[src/rtl/stpc_ram.sv]
module stpc_ram #(
	parameter int WIDTH = 8,
	parameter int DEPTH = 16
) (
	input  logic                     clk,
	input  logic                     we,
	input  logic [$clog2(DEPTH)-1:0] waddr,
	input  logic [WIDTH-1:0]         wdata,
	input  logic [$clog2(DEPTH)-1:0] raddr,
	output logic [WIDTH-1:0]         rdata
);

	logic [WIDTH-1:0] mem [DEPTH];

	// One write port, one registered read port.
	always_ff @(posedge clk) begin
		if (we) begin
			mem[waddr] <= wdata;
		end
		rdata <= mem[raddr];
	end

endmodule

[config.mk]
export PLATFORM = sky130hd
export DESIGN_NAME = stpc_ram
export DESIGN_NICKNAME = d
export VERILOG_FILES = /design/src/rtl/stpc_ram.sv
export SDC_FILE = /design/constraint.sdc
export NUM_CORES = 1
export LEC_CHECK = 0
export BUFFER_PORTS_ARGS = -buffer_cell sky130_fd_sc_hd__buf_2
export CORE_ASPECT_RATIO = 1.2
export CORE_MARGIN = 1
export CORE_UTILIZATION = 59
export CTS_CLUSTER_DIAMETER = 120
export DETAILED_ROUTE_END_ITERATION = 10
export GPL_TIMING_DRIVEN = 0
export PLACE_DENSITY = 0.88
export SKIP_LAST_GASP = 1
export SLEW_MARGIN = 20
export SYNTH_ARGS = -nofsm -noshare
export SYNTH_HDL_FRONTEND = slang
export SYNTH_SLANG_ARGS = --single-unit
[constraint.sdc]
create_clock -name clk -period 4.36 [get_ports clk]
set_input_delay 0.218 -clock clk [delete_from_list [all_inputs] [get_ports clk]]
set_output_delay 0.218 -clock clk [all_outputs]
set_load 0.01 [all_outputs]
# Yosys cells after proc, flatten, opt, wreduce, memory -nomap -nowiden
# Memories as Yosys holds them, arrays and structs flattened. A register that Yosys moved wholly into a read port is not among the register bits.
# Index checks and enable logic that the tools add are counted.
dict set report op_classes {
  n_mux 2
}
# cell count
set ops {}
lappend ops {{$mux W1} 2}
dict set report totals {
  regBits 0
  inputBits 18
  memories 1
  output_inout_bits 8
  mem_bits_rw 128
}
# name words width read_ports rd_ports_with_merged_regs wr line
set memory_table {}
lappend memory_table {mem 16 8 1 1 1 13} ;# logic [WIDTH-1:0] mem [DEPTH];

# Depth between registers and ports, before layout
dict set report logic_depth {
  ltp_word 2
  mapped_depth 5
}

# Least setup slack after synthesis
# No wires, ideal clock.
dict set report synth_path {
  path_type {input-to-reg}
  start {in waddr[2]}
  end {mem mem[0][0] (enable)}
  arrival_time_ps 1328
  setup_slack_ps 2649
  stages 2
  setup_ps 383
  required_ps 3977
  n_path_buf 0
  cell_sequence {or3b_2 > nor3_1}
}
# item line
set synth_rtl {}
lappend synth_rtl {{start: declaration} 7} ;# input logic [$clog2(DEPTH)-1:0] waddr,
lappend synth_rtl {{end: declaration} 13}
# Straight into the memory's write port.

==> run metrics <==
placed cell count 367; DR iter-0 viols about 280; f_max ~0.70 GHz; Final Power 2.957 mW; most common cell after layout, fill and taps aside edfxtp_1; Final Critical Period about 1400 ps; final wirelength 9648 um; GP Congestion slightly below 0.8; Max VDD drop 0.3928 mV; HP Class in -> reg; CTS tree yes; layout cell share with drive strength beyond 1 0.3088; Setup Viol. Count Final 0; Leakage ~2 nW; Detail Route Antenna Nets 0; skew final roughly 7.5 ps; Vias/cell 6.113; sequential share of the synthesized area 0.7778; GRT Overall Usage 0.2389; Final Cycle Share 0.3282; die height ~100 um; Diodes inserted 0; Net Count, Synth between 200 and 250; initial antenna violation count 0; core area 8288 um^2; arrival time worst endpoint between 1500 and 2000 ps; Syn Area/Cell about 22 um^2; YS warnings 0; crit-path cells mux4_1, a22oi_1, nand2_1; Slew HR 0.4201; die area 9103 um^2; Post-CTS Hold Buffers 0; total grt overflow 0; drt drc 0; met3 routed WL 705 um; Pre-antenna DRT Iters 5; PD cells a little under 500 nW/um^2; Worst-path clk slew 60 ps; Netlist cell types 19; delay-heaviest family, CP multiplexers; multi-input combinational cell area 1077 um^2; worst-skew pair later-pin latency between 500 and 600 ps; vias in the first global route 2,430; Worst Hold Slack roughly 74 ps; crit path kind reg -> reg; CTS max path bufs 2; routed vias between 2,000 and 2,500; Final Hold Fails 0; WL met1 about 3900 um; Setup crit end kind flop; Root Driver clkbuf_8; Total Nets Final 290; met2 routed WL around 4800 um; setup ws final roughly 3000 ps; first-pass GRT wire length roughly 14,000 um; Synth Register Bits between 100 and 150; post-CTS sizing 0; Setup Buffers After CTS 0; largest net degree at the start of global routing 17; Worst setup SP type flop; pre-CTS worst setup slack around 2500 ps; I/O Buffers 24; Layout fillers a little under 500; Max Cap Violations 0; setup TNS 0 ps; Post-Layout Cell Count ~400; Gate Count Post-Synth between 200 and 250; area taken by flip-flops and latches between 4000 and 5000 um^2; reg-to-reg slack, setup approximately 2900 ps; RSZ-0062 raised after global routing no; hpwl dp slightly below 6000 um; Synth Cell Area around 5100 um^2; worst-margin pin slew around 870 ps; TritonCTS Buffers 17; Initial Util 0.6211; DR WL/cell roughly 24 um; Rows 36; Bufs and invs on worst path 0; H-tree depth 4; status finished clean; Die X 87.27 um; commonest cells after routing, fill and taps aside 128 x edfxtp_1, 27 x buf_2, 18 x mux4_2, 16 x a22oi_1, 16 x clkbuf_16; worst-path fanout max 1; max incr delay on CP just over 500 ps; Critical Path RT 4780 ps; I/O pins 26; area delta synth->final 16.60%; Slew Limit Fails 0; clk sinks between 100 and 150; top sig layer met4; CP max-delay cell mux4_1
-- flip-flops by register name (all words and copies together) (netlist names) --
signal / count
mem: 128
rdata: 8
-- final timing paths --
kind	start	end	cells after the start
setup / recovery	mem[1][0]$_DFFE_PP_	rdata[0]$_DFF_P_	3
hold / removal	wdata[5]	mem[0][5]$_DFFE_PP_	1
setup reg to reg	mem[1][0]$_DFFE_PP_	rdata[0]$_DFF_P_	3
hold reg to reg	mem[8][1]$_DFFE_PP_	rdata[1]$_DFF_P_	3
-- where the power goes --
part	internal, mW	leakage [nW]	switching [mW]
registers	1.46	1.22	0.00733
clock network	0.839	0.280	0.507
logic	0.0582	0.520	0.0828
total	2.36	2.02	0.597
-- layout make-up --
| class | count | area share |
|---|---|---|
| Buffer | 10 | 0.01438 |
| Clock buffer | 20 | 0.07421 |
| Clock inverter | 12 | 0.02105 |
| Multi-Input combinational cell | 83 | 0.1795 |
| Sequential cell | 136 | 0.6671 |
| Tap cell | 114 | 0.02376 |
| Timing Repair Buffer | 24 | 0.02001 |
-- synth_stat cells --
master / count / area share
clkdlybuf4s25_2: 3 / 0.0058
nor2_1: 13 / 0.0095
buf_2: 3 / 0.0029
and2b_1: 1 / 0.0015
or3b_2: 1 / 0.0017
nand3_1: 1 / 0.00097
and2_1: 1 / 0.0012
mux4_2: 18 / 0.079
nand2_1: 9 / 0.0066
a22oi_1: 16 / 0.023
dfxtp_1: 8 / 0.031
nand3b_1: 2 / 0.0029
nor3_1: 4 / 0.0039
nand2b_1: 2 / 0.0024
buf_6: 3 / 0.0066
buf_4: 1 / 0.0015
nor2b_1: 1 / 0.0012
edfxtp_1: 128 / 0.75
mux4_1: 14 / 0.071
-- metrics by stage --
step           instance area (um^2)  utilization
6_report                       6002       0.7242
5_1_grt                        6002       0.7242
4_1_cts                        5997       0.7236
3_5_place_dp                   5425       0.6546
3_3_place_gp                   5410       0.6528
2_1_floorplan                  5147            -
-- cell families after synthesis --
family | Yosys count | share of synthesized area
and+or+nand+nor | 35 | 0.03184
buffers and inverters | 10 | 0.01677
muxes | 32 | 0.1502
AOI/OAI and AO/OA | 16 | 0.02334
DFF | 136 | 0.7778
-- worst reg2reg max path: cells and delay by family (launching register included) --
family / cells / cell delay (ps)
AOI/OAI and AO/OA: 1 / 330
DFF: 1 / 390
muxes: 1 / 510
and+or+nand+nor: 1 / 90
-- layer usage --
layer | track usage | vias to the layer above
met5 | 0 | -
met4 | 0.1066 | 0
met3 | 0.07302 | 20
met2 | 0.3521 | 119
met1 | 0.3325 | 1237
li1 | - | 1063
(Power assumes the default switching activity.)
